--- src/sv/mmcs_pkg.sv ---
// Shared types and constants for the min-max contrast stretch core.
// Used by mmcs_state_mem, mmcs_divider and minmax_contrast_stretch_core.
package mmcs_pkg;

  localparam int unsigned PixW  = 8;
  localparam int unsigned DvdW  = 2 * PixW + 1;
  localparam int unsigned DivW  = PixW + 1;

  localparam logic [PixW-1:0] FullScale = 8'd255;
  localparam logic [PixW-1:0] LowReset  = 8'd255;
  localparam logic [PixW-1:0] HighReset = 8'd0;

  // Operation codes of an input beat
  localparam logic OpScan = 1'b0;
  localparam logic OpMap  = 1'b1;

  typedef struct packed {
    logic            operation;
    logic            first;
    logic [PixW-1:0] pixel;
  } in_t;

  typedef struct packed {
    logic [PixW-1:0] stretched;
    logic            range_ok;
  } out_t;

  // One word of the tracking memory: running minimum and maximum
  typedef struct packed {
    logic [PixW-1:0] low;
    logic [PixW-1:0] high;
  } track_t;

  typedef struct packed {
    logic   rd_en;
    logic   wr_en;
    track_t wdata;
  } mem_req_t;

  typedef struct packed {
    logic            start;
    logic [DvdW-1:0] dividend;
    logic [DivW-1:0] divisor;
  } div_req_t;

endpackage

--- src/sv/mmcs_state_mem.sv ---
// Tracking memory of the contrast stretch core: one word holding min and max.
// Synchronous read: the read data is registered and appears in the cycle after rd_en; depends on mmcs_pkg.
module mmcs_state_mem
  import mmcs_pkg::*;
(
  input  logic     clk_i,
  input  logic     rst_ni,
  input  mem_req_t req_i,
  output track_t   rdata_o
);

  track_t mem_q;
  track_t rdata_q;
  logic   valid_q;

  // Track whether the word was ever written; unwritten reads give reset values
  always_ff @(posedge clk_i or negedge rst_ni) begin
    if (!rst_ni) begin
      valid_q <= 1'b0;
    end else if (req_i.wr_en) begin
      valid_q <= 1'b1;
    end
  end

  // Write the storage word
  always_ff @(posedge clk_i) begin
    if (req_i.wr_en) begin
      mem_q <= req_i.wdata;
    end
  end

  // Register the read data
  always_ff @(posedge clk_i) begin
    if (req_i.rd_en) begin
      if (valid_q) begin
        rdata_q <= mem_q;
      end else begin
        rdata_q <= '{low: LowReset, high: HighReset};
      end
    end
  end

  assign rdata_o = rdata_q;

endmodule

--- src/sv/mmcs_divider.sv ---
// Restoring divider, one quotient bit per cycle, eight-bit quotient.
// Depends on mmcs_pkg; the caller guarantees the quotient fits in eight bits.
module mmcs_divider
  import mmcs_pkg::*;
(
  input  logic            clk_i,
  input  logic            rst_ni,
  input  div_req_t        req_i,
  output logic            done_o,
  output logic [PixW-1:0] quotient_o
);

  logic            busy_q, busy_d;
  logic            done_q, done_d;
  logic [2:0]      cnt_q, cnt_d;
  logic [DivW-1:0] rem_q, rem_d;
  logic [PixW-1:0] dvd_q, dvd_d;
  logic [DivW-1:0] div_q, div_d;
  logic [DivW:0]   trial;
  logic [DivW:0]   diff;
  logic            qbit;

  // Shift one dividend bit into the remainder and try the subtract
  always_comb begin
    trial = {rem_q, dvd_q[PixW-1]};
    diff  = trial - {1'b0, div_q};
    qbit  = (trial >= {1'b0, div_q});
  end

  // Advance the iteration
  always_comb begin
    busy_d = busy_q;
    done_d = 1'b0;
    cnt_d  = cnt_q;
    rem_d  = rem_q;
    dvd_d  = dvd_q;
    div_d  = div_q;
    if (req_i.start) begin
      busy_d = 1'b1;
      cnt_d  = '0;
      rem_d  = req_i.dividend[DvdW-1:PixW];
      dvd_d  = req_i.dividend[PixW-1:0];
      div_d  = req_i.divisor;
    end else if (busy_q) begin
      rem_d = qbit ? diff[DivW-1:0] : trial[DivW-1:0];
      dvd_d = {dvd_q[PixW-2:0], qbit};
      cnt_d = cnt_q + 3'd1;
      if (cnt_q == 3'd7) begin
        busy_d = 1'b0;
        done_d = 1'b1;
      end
    end
  end

  always_ff @(posedge clk_i or negedge rst_ni) begin
    if (!rst_ni) begin
      busy_q <= 1'b0;
      done_q <= 1'b0;
      cnt_q  <= '0;
    end else begin
      busy_q <= busy_d;
      done_q <= done_d;
      cnt_q  <= cnt_d;
    end
  end

  always_ff @(posedge clk_i) begin
    rem_q <= rem_d;
    dvd_q <= dvd_d;
    div_q <= div_d;
  end

  assign done_o     = done_q;
  assign quotient_o = dvd_q;

`ifndef NO_ASSERTIONS
  // A new division never starts on top of a running one
  assert property (@(posedge clk_i) disable iff (!rst_ni) req_i.start |-> !busy_q)
    else $error("divider started while busy");

  // Completion follows the last iteration only
  assert property (@(posedge clk_i) disable iff (!rst_ni)
    done_q |-> $past(busy_q) && $past(cnt_q) == 3'd7)
    else $error("divider done without a final step");
`endif

endmodule

--- src/sv/minmax_contrast_stretch_core.sv ---
// Min-max contrast stretch core: scan beats fold a pixel into min/max, a first scan beat
// restarting both; map beats return (pixel-min)*255/(max-min) rounded half up, with the
// pixel clamped to min..max, or the pixel when max is not above min. Throughput: one beat
// at a time; set by the memory read-modify-write, the one-bit-per-cycle divider
// (8 iterations) and output stalls. Reset is asynchronous, active low, and leaves
// min = 255, max = 0, so maps pass pixels through until scans widen the range.
module minmax_contrast_stretch_core
  import mmcs_pkg::*;
(
  input  logic clk_i,
  input  logic rst_ni,
  input  logic in_valid_i,
  output logic in_ready_o,
  input  in_t  in_data_i,
  output logic out_valid_o,
  input  logic out_ready_i,
  output out_t out_data_o
);

  typedef enum logic [4:0] {
    ST_IDLE = 5'b00001,
    ST_CALC = 5'b00010,
    ST_DIV  = 5'b00100,
    ST_OUT  = 5'b01000,
    ST_HOLD = 5'b10000
  } state_e;

  state_e   state_q, state_d;
  in_t      item_q;
  out_t     pend_q, pend_d;
  out_t     out_q, out_d;
  logic     out_valid_q, out_valid_d;
  mem_req_t mem_req;
  track_t   rd_data;
  div_req_t div_req;
  logic            div_done;
  logic [PixW-1:0] quotient;
  logic            in_accept;

  logic              range_ok;
  logic [PixW-1:0]   px_clamp;
  logic [PixW-1:0]   diff;
  logic [PixW-1:0]   den;
  logic [2*PixW-1:0] num;

  mmcs_state_mem u_mem (
    .clk_i  (clk_i),
    .rst_ni (rst_ni),
    .req_i  (mem_req),
    .rdata_o(rd_data)
  );

  mmcs_divider u_div (
    .clk_i     (clk_i),
    .rst_ni    (rst_ni),
    .req_i     (div_req),
    .done_o    (div_done),
    .quotient_o(quotient)
  );

  assign in_ready_o = (state_q == ST_IDLE);
  assign in_accept  = in_valid_i && in_ready_o;

  // Clamp the pixel into the tracked range and form numerator and range
  always_comb begin
    range_ok = rd_data.high > rd_data.low;
    px_clamp = item_q.pixel;
    if (px_clamp < rd_data.low) begin
      px_clamp = rd_data.low;
    end
    if (px_clamp > rd_data.high) begin
      px_clamp = rd_data.high;
    end
    diff = px_clamp - rd_data.low;
    den  = rd_data.high - rd_data.low;
    num  = {8'd0, diff} * {8'd0, FullScale};
  end

  // Sequence read, modify and write back, and the division and output steps of map beats
  always_comb begin
    state_d          = state_q;
    pend_d           = pend_q;
    mem_req          = '0;
    div_req.start    = 1'b0;
    div_req.dividend = {num, 1'b0} + {{(DvdW-PixW){1'b0}}, den};
    div_req.divisor  = {den, 1'b0};
    case (state_q)
      ST_IDLE: begin
        if (in_accept) begin
          mem_req.rd_en = 1'b1;
          state_d       = ST_CALC;
        end
      end
      ST_CALC: begin
        if (item_q.operation == OpScan) begin
          mem_req.wr_en = 1'b1;
          if (item_q.first) begin
            mem_req.wdata = '{low: item_q.pixel, high: item_q.pixel};
          end else begin
            mem_req.wdata = rd_data;
            if (item_q.pixel < rd_data.low) begin
              mem_req.wdata.low = item_q.pixel;
            end
            if (item_q.pixel > rd_data.high) begin
              mem_req.wdata.high = item_q.pixel;
            end
          end
          state_d = ST_IDLE;
        end else if (range_ok) begin
          div_req.start = 1'b1;
          state_d       = ST_DIV;
        end else begin
          pend_d  = '{stretched: item_q.pixel, range_ok: 1'b0};
          state_d = ST_OUT;
        end
      end
      ST_DIV: begin
        if (div_done) begin
          pend_d  = '{stretched: quotient, range_ok: 1'b1};
          state_d = ST_OUT;
        end
      end
      ST_OUT, ST_HOLD: begin
        if (!out_valid_q || out_ready_i) begin
          state_d = ST_IDLE;
        end else begin
          state_d = ST_HOLD;
        end
      end
      default: begin
        state_d = ST_IDLE;
      end
    endcase
  end

  // Load the output register when the pending result may go out
  always_comb begin
    out_d       = out_q;
    out_valid_d = out_valid_q;
    if (out_valid_q && out_ready_i) begin
      out_valid_d = 1'b0;
    end
    if ((state_q == ST_OUT || state_q == ST_HOLD) && (!out_valid_q || out_ready_i)) begin
      out_d       = pend_q;
      out_valid_d = 1'b1;
    end
  end

  always_ff @(posedge clk_i or negedge rst_ni) begin
    if (!rst_ni) begin
      state_q     <= ST_IDLE;
      out_valid_q <= 1'b0;
    end else begin
      state_q     <= state_d;
      out_valid_q <= out_valid_d;
    end
  end

  // Hold the accepted beat and the payloads
  always_ff @(posedge clk_i) begin
    if (in_accept) begin
      item_q <= in_data_i;
    end
    pend_q <= pend_d;
    out_q  <= out_d;
  end

  assign out_valid_o = out_valid_q;
  assign out_data_o  = out_q;

`ifndef NO_ASSERTIONS
  // Write back only from the modify step of a scan beat
  assert property (@(posedge clk_i) disable iff (!rst_ni)
    mem_req.wr_en |-> state_q == ST_CALC && item_q.operation == OpScan)
    else $error("tracking memory written outside a scan update");

  // A finished division always moves its result toward the output
  assert property (@(posedge clk_i) disable iff (!rst_ni)
    (state_q == ST_DIV && div_done) |=> state_q == ST_OUT)
    else $error("division result dropped");
`endif

endmodule

--- config.mk ---
export PLATFORM = sky130hd
export DESIGN_NAME = minmax_contrast_stretch_core
export DESIGN_NICKNAME = d
export VERILOG_FILES = /design/src/sv/mmcs_pkg.sv /design/src/sv/mmcs_state_mem.sv /design/src/sv/mmcs_divider.sv /design/src/sv/minmax_contrast_stretch_core.sv
export SDC_FILE = /design/constraint.sdc
export NUM_CORES = 1
export LEC_CHECK = 0
export ABC_AREA = 1
export BUFFER_PORTS_ARGS = -buffer_cell sky130_fd_sc_hd__buf_2
export CORE_ASPECT_RATIO = 2
export CORE_MARGIN = 4
export CORE_UTILIZATION = 58
export DETAILED_ROUTE_END_ITERATION = 10
export PLACE_DENSITY = 0.78
export SLEW_MARGIN = 20
export SYNTH_ARGS = -nofsm -noshare
export SYNTH_HDL_FRONTEND = slang
export SYNTH_HIERARCHICAL = 1
export SYNTH_SLANG_ARGS = --single-unit
--- constraint.sdc ---
create_clock -name clk_i -period 7.4 [get_ports clk_i]
set_input_delay 1.11 -clock clk_i [delete_from_list [all_inputs] [get_ports clk_i]]
set_output_delay 1.11 -clock clk_i [all_outputs]
set_load 0.1 [all_outputs]
# --- After elaboration in Yosys (flattened, before gate mapping) ---
# Cells that the tools add are included.
classes:
  n_addsub: 5
  mul: 1
  n_lt_le_gt_ge: 5
  eq_ne: 10
  muxes: 37
  bitwise_logic: 1
  reduce_logical: 13
ops:
  columns: ["cell", "n"]
  rows:
  - ["two-way mux 9 bit", 6]
  - ["two-way mux 8 bit", 6]
  - ["two-way mux 17 bit", 2]
  - ["> comparator 8 bit", 3]
  - ["one-hot mux 5 bit (4 select lines)", 1]
  - ["one-hot mux 9 bit (2 select lines)", 1]
  - ["adder 17 x 8 -> 17 bit", 1]
  - ["multiplier 8 x 8 -> 16 bit (second input constant)", 1]
  - ["two-way mux 16 bit", 1]
  - ["subtractor 8 bit", 2]
  - ["two-way mux 5 bit", 3]
  - ["two-way mux 1 bit", 13]
  - ["greater-or-equal comparator 10 x 9 -> 1 bit", 1]
  - ["subtractor 9 bit", 1]
  - ["less-than comparator 8 bit", 1]
  - ["two-way mux 4 bit", 2]
  - ["two-way mux 3 bit", 2]
  - ["nonzero test 2 bit", 3]
  - ["== test 5 x 1 -> 1 bit (second input constant)", 1]
  - ["== test 5 x 2 -> 1 bit (second input constant)", 1]
  - ["== test 5 x 3 -> 1 bit (second input constant)", 1]
  - ["== test 5 x 4 -> 1 bit (second input constant)", 1]
  - ["== test 5 bit (second input constant)", 1]
  - ["!= test 2 x 1 -> 1 bit (second input constant)", 2]
  - ["10 further kinds", 15]
totals:
  register_bits: 97
  in_bits: 14
  output_inout_bits: 11
  elab_cells: 92

# --- Logic depth before layout (Yosys ltp) ---
# Gate-level depths: netlist of run 1.
logic_depth:
  depth_word: 8
  ltp_mapped: 54
  depth_no_buf: 52

# --- Cells and area by module ---
# Netlist of run 1, hierarchy kept.
modules_own_cells:
  columns: ["mod", "instances", "cells_each", "area_per_inst_um2", "seq_area_each_um2"]
  rows:
  - ["minmax_contrast_stretch_core", 1, 689, 5141.2, 992.2]
  - ["mmcs_divider", 1, 222, 1889.3, 905.9]
  - ["mmcs_state_mem", 1, 70, 1153.6, 985.9]

# --- Worst setup path before layout of run 1 ---
# Ideal clock, no wire load.
synth_path:
  path_kind: "reg2reg"
  start: "register u_mem.rdata_q (netlist bit u_mem/rdata_o[9])"
  end: "register u_div.rem_q[8] (data pin)"
  setup_time_ps: 253
  arrival_time_ps: 7471
  required_time_ps: 7147
  path_slack_ps: -324
  stages_incl_launch_ff: 47
  n_path_buf: 2
  synth_period_minus_slack_ps: 7724
  cell_sequence: "edfxtp_1 inv_1 ha_1 nand2_1 nand2_1 nand2_1 nand2_1 nand2_1 nand2_1 buf_2 o21ai_0 ha_1 nand2_1 inv_1 o21ai_0 nand2_1 nand2_1 nand2_1 (+11 left out) inv_1 fa_1 inv_1 fa_1 inv_1 fa_1 inv_1 ha_1 a21oi_1 nand2_2 xor2_4 nand3_1 nor2_2 nand3_1 nand2_1 nand2_1 nand2_1 nand2_1"
synth_lines:
  columns: ["item", "line", "rtl"]
  rows:
  - ["start, declared", "mmcs_state_mem.sv:13", "track_t rdata_q;"]
  - ["start signal, assigned", "mmcs_state_mem.sv:36", "rdata_q <= mem_q;"]
  - ["start signal, assigned", "mmcs_state_mem.sv:38", "rdata_q <= '{low: LowReset, high: HighReset};"]
  - ["end signal, assigned", "mmcs_divider.sv:68", "rem_q <= rem_d;"]
  - ["end, declared", "mmcs_divider.sv:16", "logic [DivW-1:0] rem_q, rem_d;"]

==> impl_metrics.py, run 1 <==
metrics = {
    "detailed_routing": {
        "first_iter_violations": 454,
        "drc": 0,
        "vias_per_cell": 5.54,
        "drtAntennaViolNets": 0,
        "routed_wl_um": 23700,
        "vias": 7295,
        "post_drt_wl_per_cell_um": 18.0,
        "first_pass_iters": 6,
    },
    "placed_design": {
        "routabilityCongestion": 1.04,
        "placed_area_um2": 9190,
        "hpwl_um": 16200,
        "post-place-ws_ns": -0.447,
        "io_buffers": 24,
    },
    "critical_path": {
        "crit_fanout": 8,
        "critPathMostFrequentCell": "nand2_1",
        "required_ns": 7.51,
        "worstSetupPathType": "reg -> reg",
        "cp-start-kind": "flip-flop",
        "max_stage_delay_ns": 0.56,
        "critPathCaptureType": "flip-flop",
        "critical_path_arrival_ns": 7.71,
        "slowest_stage": "fa_1",
    },
    "floorplanning": {
        "rows": 61,
        "core-area_um2": 13900,
        "ios": 25,
        "die_area_um2": 16200,
        "initial_core_util": 0.589,
        "die_x_um": 92.0,
        "die_h_um": 176,
    },
    "logic_synthesis": {
        "synth.area.top_cells": "edfxtp_1, ha_1, nand2_1",
        "synthArstFlopShare": 0.122,
        "synth_top_area_share": 0.316,
        "synth_edf_count": 86,
        "ys.flop_type": "edfxtp_1",
        "yosysWarnings": 6,
        "synth_seq_area_share": 0.352,
        "synth_top_cell_by_area": "edfxtp_1",
        "syn_inst": 981,
        "synth-seq-cells": 98,
        "syn_nets": 1116,
        "yosysUniqueCellTypes": 44,
        "synth.avg_cell_area_um2": 8.34,
        "synth_area_um2": 8180,
    },
    "grt": {
        "grtUsageTotal": 0.277,
        "grt_pass1_wl_um": 35000,
        "grt_start_max_net_pins": 35,
        "overflow": 0,
        "grt_pass1_vias": 7471,
        "antenna_found_initial": 0,
    },
    "layout": {
        "layout_commonest_cell": "nand2_1",
        "design_area_um2": 10300,
        "layout.nets": 1257,
        "drive_gt1_frac": 0.276,
        "antenna_cells": 0,
        "syn_to_final_growth_pct": 26.0,
        "fill_cells": 955,
        "most-common-layout-cells": "nand2_1, inv_1, buf_4",
    },
    "clocking": {
        "cts_hold_buf": 0,
        "cts.sinks": 98,
        "cts_buffers": 9,
        "ctsLongestPathBuffers": 2,
        "cts_tree": "built",
        "cts_root_buf": "clkbuf_16",
        "clk_pin_slew_ns": 0.08,
        "clock_latency_ns": 0.36,
        "htreeDepth": 3,
    },
    "timing": {
        "setup_ws_ns": -0.198,
        "rsz0062_at_grt": "true",
        "hold_viol": 0,
        "clock.fmax_mhz": 132,
        "post-route-period-util": 1.03,
        "finalMaxSlewViolations": 0,
        "hold-worst-slack_ns": 0.424,
        "clock_skew_ns": 0.0126,
        "tns_ns": -0.947,
        "setup_violations": 7,
        "layout_min_cycle_time_ns": 7.60,
        "tightest_slew_ns": 0.927,
        "slew_headroom": 0.380,
    },
    "hold_path": {
        "hp-class": "reg -> reg",
    },
    "status": {
        "status": "complete, but fails checks",
        "violations": "setup timing",
    },
    "job": {
        "drv_cap": 0,
    },
}
-- timing repair --
| action | in CTS | in global routing |
|---|---|---|
| pin swaps | 44 | 77 |
| gates cloned | 1 | 0 |
| gates resized for setup | 60 | 87 |
| endpoints found under the setup margin | 9 | 10 |
| setup buffers | 9 | 15 |
-- logic make-up after synthesis --
group,count (synthesis),share of synthesized area
other cells,1,0.000458
fa+ha+maj,121,0.207
compound gates,112,0.0729
simple gates,409,0.219
flops,98,0.352
buf+inv,203,0.101
xor+xnor,37,0.0469
-- layer usage --
metal  vias up  part of all wire  track usage
met4         0             0.090        0.207
met3       144             0.043       0.0337
met2       279              0.55        0.545
li1       3434                 -            -
met5         -                 0            0
met1      3438              0.32        0.247
-- path summary, 6_finish.rpt --
path	from	slack [ns]	cells after the start	end
worst min-delay path	pend_q[0]	0.42	0	out_data_o[0]
worst max register to register	item_q[6]	-0.20	46	u_div/rem_q[6]
max in group asynchronous	rst_ni	6.48	1	state_q[0]
min in group asynchronous	rst_ni	0.64	1	state_q[4]
worst max-delay path	item_q[6]	-0.20	46	u_div/rem_q[6]
worst min register to register	pend_q[0]	0.42	0	out_data_o[0]
-- per-stage QoR --
step                       util  cells
after global placement    0.661   1276
after global routing      0.742   1316
after CTS                 0.708   1302
final                     0.742   1316
after floorplan               -    981
after detailed placement  0.661   1276
-- registers in the layout, summed over array words and instances, names as in the netlist --
signal	count
u_mem/valid_q	1
u_div/div_q	9
item_q	10
u_div/quotient_o	8
u_div/busy_q	1
u_mem/mem_q	16
out_data_o	9
u_div/cnt_q	3
state_q	5
u_div/done_o	1
u_mem/rdata_o	16
out_valid_o	1
u_div/rem_q	9
pend_q	9
-- critical path, delay by kind of cell (launching register included) --
kind                       cells  cell delay [ns]
AOI/OAI and AO/OA              3             0.29
xor gates and xnor gates       3             0.52
adders and majority gates      9             3.23
buffers and inverters          5             0.37
DFF                            1             0.53
and+or+nand+nor               26             2.40
-- synth_stat cells, types with 2 or more instances --
| master | number |
|---|---|
| xnor2_1 | 10 |
| dfrtp_1 | 11 |
| nand3b_1 | 12 |
| o21ai_0 | 44 |
| buf_6 | 5 |
| xor2_1 | 22 |
| clkbuf_1 | 5 |
| a21oi_1 | 53 |
| nor2_2 | 2 |
| buf_2 | 3 |
| o21a_1 | 3 |
| a21o_1 | 3 |
| nor2_1 | 46 |
| nor3_1 | 5 |
| nand2_1 | 252 |
| fa_1 | 24 |
| nand4_1 | 12 |
| nand3_1 | 50 |
| ha_1 | 97 |
| o21bai_1 | 3 |
| nand2_2 | 17 |
| o211ai_1 | 2 |
| nand3_2 | 5 |
| inv_1 | 183 |
| nor2_4 | 2 |
| or2_2 | 2 |
| xor2_2 | 3 |
| inv_2 | 4 |
| edfxtp_1 | 86 |
-- cell type report --
| cell class | instances | area [um2] | share of cell area |
|---|---|---|---|
| multi-input combinational | 681 | 5130 | 0.498 |
| sequential | 98 | 2880 | 0.280 |
| timing repair buffer | 144 | 1050 | 0.102 |
| inverter | 188 | 708 | 0.0687 |
| clock buffer | 10 | 239 | 0.0232 |
| tap | 189 | 236 | 0.0229 |
| clock inverter | 6 | 56.3 | 0.00546 |
Power of run 1 is left out: the tool's default activity adds up to more than one toggle a clock period on the data nets, which glitch-free logic cannot reach.
==> run 2: changes to the inputs <==
--- a/config.mk
+++ b/config.mk
@@ -11,7 +11,7 @@
 export CORE_MARGIN = 4
 export CORE_UTILIZATION = 58
 export DETAILED_ROUTE_END_ITERATION = 10
-export PLACE_DENSITY = 0.78
+export PLACE_DENSITY_LB_ADDON = 0.12
 export SLEW_MARGIN = 20
 export SYNTH_ARGS = -nofsm -noshare
 export SYNTH_HDL_FRONTEND = slang
==> run 2 against run 1 <==
  * Sequential cell count unchanged
  * Clock skew is 0.0036 ns lower
  * Worst setup slack gained 0.053 ns
  * The run still ends with setup timing left
  * Non-clock buffer count is 3 lower
  * Global-route usage shrank 2.4 points
  * Hold slack got worse by 0.0041 ns
  * Die area stayed put
  * Via count decreased by 4.0%
  * Fmax increased by 0.70%
  * Critical endpoint is now u_div/rem_q[5]
  * Count of clock-buffer cells in the layout is the same
==> impl_metrics.py, run 2 (same netlist as run 1, synthesis figures left out) <==
metrics = {
    "detailed_routing": {
        "first_pass_iters": 5,
        "first_iter_violations": 322,
        "top_layer_used": "met4",
        "routed_wl_um": 21200,
        "wl_met1_um": 7110,
        "vias": 7003,
        "wl_met3_um": 631,
        "drtAntennaViolNets": 0,
        "vias_per_cell": 5.33,
        "drc": 0,
        "routed-wl-met2_um": 12200,
        "post_drt_wl_per_cell_um": 16.1,
    },
    "timing": {
        "slew_headroom": 0.422,
        "finalMaxSlewViolations": 0,
        "setup_ws_ns": -0.145,
        "tightest_slew_ns": 0.864,
        "setup_violations": 6,
        "tns_ns": -0.626,
        "hold_viol": 0,
        "post-route-period-util": 1.02,
        "layout_min_cycle_time_ns": 7.54,
        "clock_skew_ns": 0.00901,
        "clock.fmax_mhz": 133,
        "rsz0062_at_grt": "true",
    },
    "hold_path": {
        "hp-class": "reg -> reg",
        "hp-start": "pend_q[5]",
    },
    "layout": {
        "design_area_um2": 10400,
        "most-common-layout-cells": "nand2_1, inv_1, buf_4",
        "antenna_cells": 0,
        "fill_cells": 1023,
        "drive_gt1_frac": 0.294,
        "layout.nets": 1255,
        "layout_commonest_cell": "nand2_1",
        "syn_to_final_growth_pct": 27.5,
    },
    "critical_path": {
        "critical_path_arrival_ns": 7.64,
        "slowest_stage": "fa_1",
        "crit_path_start": "item_q[3]",
        "max_stage_delay_ns": 0.54,
        "critPathCaptureType": "flip-flop",
        "r2r-start": "item_q[3]",
        "worstSetupPathType": "reg -> reg",
        "crit_fanout": 8,
        "required_ns": 7.50,
        "cp-start-kind": "flip-flop",
        "critPathMostFrequentCell": "nand2_1",
    },
    "floorplanning": {
        "die_h_um": 176,
        "die_x_um": 92.0,
        "die_area_um2": 16200,
        "ios": 25,
        "initial_core_util": 0.589,
        "rows": 61,
        "core-area_um2": 13900,
    },
    "status": {
        "violations": "setup timing",
        "status": "complete, but fails checks",
    },
    "grt": {
        "overflow": 0,
        "antenna_found_initial": 1,
        "grt_start_max_net_pins": 33,
        "grtUsageTotal": 0.253,
        "grt_pass1_vias": 6929,
        "grt_pass1_wl_um": 32000,
    },
    "clocking": {
        "cts_buffers": 9,
        "clock_latency_ns": 0.35,
        "cts.sinks": 98,
        "cts_hold_buf": 0,
        "htreeDepth": 3,
        "ctsLongestPathBuffers": 2,
        "cts_tree": "built",
        "cts_root_buf": "clkbuf_16",
        "clk_pin_slew_ns": 0.08,
    },
    "placed_design": {
        "io_buffers": 24,
        "hpwl_um": 15500,
        "routabilityCongestion": 0.942,
        "placed_area_um2": 9160,
    },
    "job": {
        "drv_cap": 0,
    },
}
[run 2: final cells by class]
| class | count | area [um2] | share of cell area |
|---|---|---|---|
| multi-input cells | 682 | 5300 | 0.508 |
| flip-flops and latches | 98 | 2880 | 0.276 |
| repair buffers | 141 | 1020 | 0.0982 |
| inverters | 188 | 708 | 0.0678 |
| well taps | 189 | 236 | 0.0227 |
| clock buffers | 10 | 229 | 0.0219 |
| clock inverters | 6 | 56.3 | 0.00539 |
[run 2: stage by stage]
| step | utilization | setup slack, ns | hold slack [ns] | std cells |
|---|---|---|---|---|
| 2_1_floorplan | - | 0.00860 | 0.400 | 981 |
| 3_3_place_gp | 0.658 | -0.171 | 0.403 | 1270 |
| 3_5_place_dp | 0.659 | -0.361 | 0.405 | 1271 |
| 4_1_cts | 0.696 | 0.00786 | 0.417 | 1293 |
| 5_1_grt | 0.751 | -0.460 | 0.422 | 1314 |
| 6_report | 0.751 | -0.145 | 0.420 | 1314 |
[run 2: final timing paths]
| kind | depth (start not counted) | slack [ns] | endpoint |
|---|---|---|---|
| min | 0 | 0.42 | out_data_o[5] |
| min in group asynchronous | 1 | 0.62 | state_q[4] |
| max | 43 | -0.14 | u_div/rem_q[5] |
| max in group asynchronous | 1 | 6.51 | state_q[0] |
| min reg2reg | 0 | 0.42 | out_data_o[5] |
| max reg2reg | 43 | -0.14 | u_div/rem_q[5] |
[run 2: worst max-delay path, delay by kind of cell, from the launching register on]
family,cells,cell delay [ns]
simple gates,19,1.77
flops,1,0.47
compound gates,5,0.85
fa+ha+maj,9,3.13
buf+inv,7,0.56
xor+xnor,3,0.50
[run 2: per-layer routing]
metal,vias to the layer above,global-route usage
met1,3315,0.244
li1,3441,-
met4,0,0.138
met5,-,0
met2,175,0.507
met3,72,0.0230
[run 2: timing repair]
| action | 4_1_cts | 5_1_grt |
|---|---|---|
| gates cloned | 1 | 1 |
| gates resized for setup | 46 | 130 |
| setup buffers | 5 | 20 |
| pin swaps | 28 | 90 |
| endpoints found under the setup margin | 8 | 10 |
Power of run 2 is left out for the same reason.
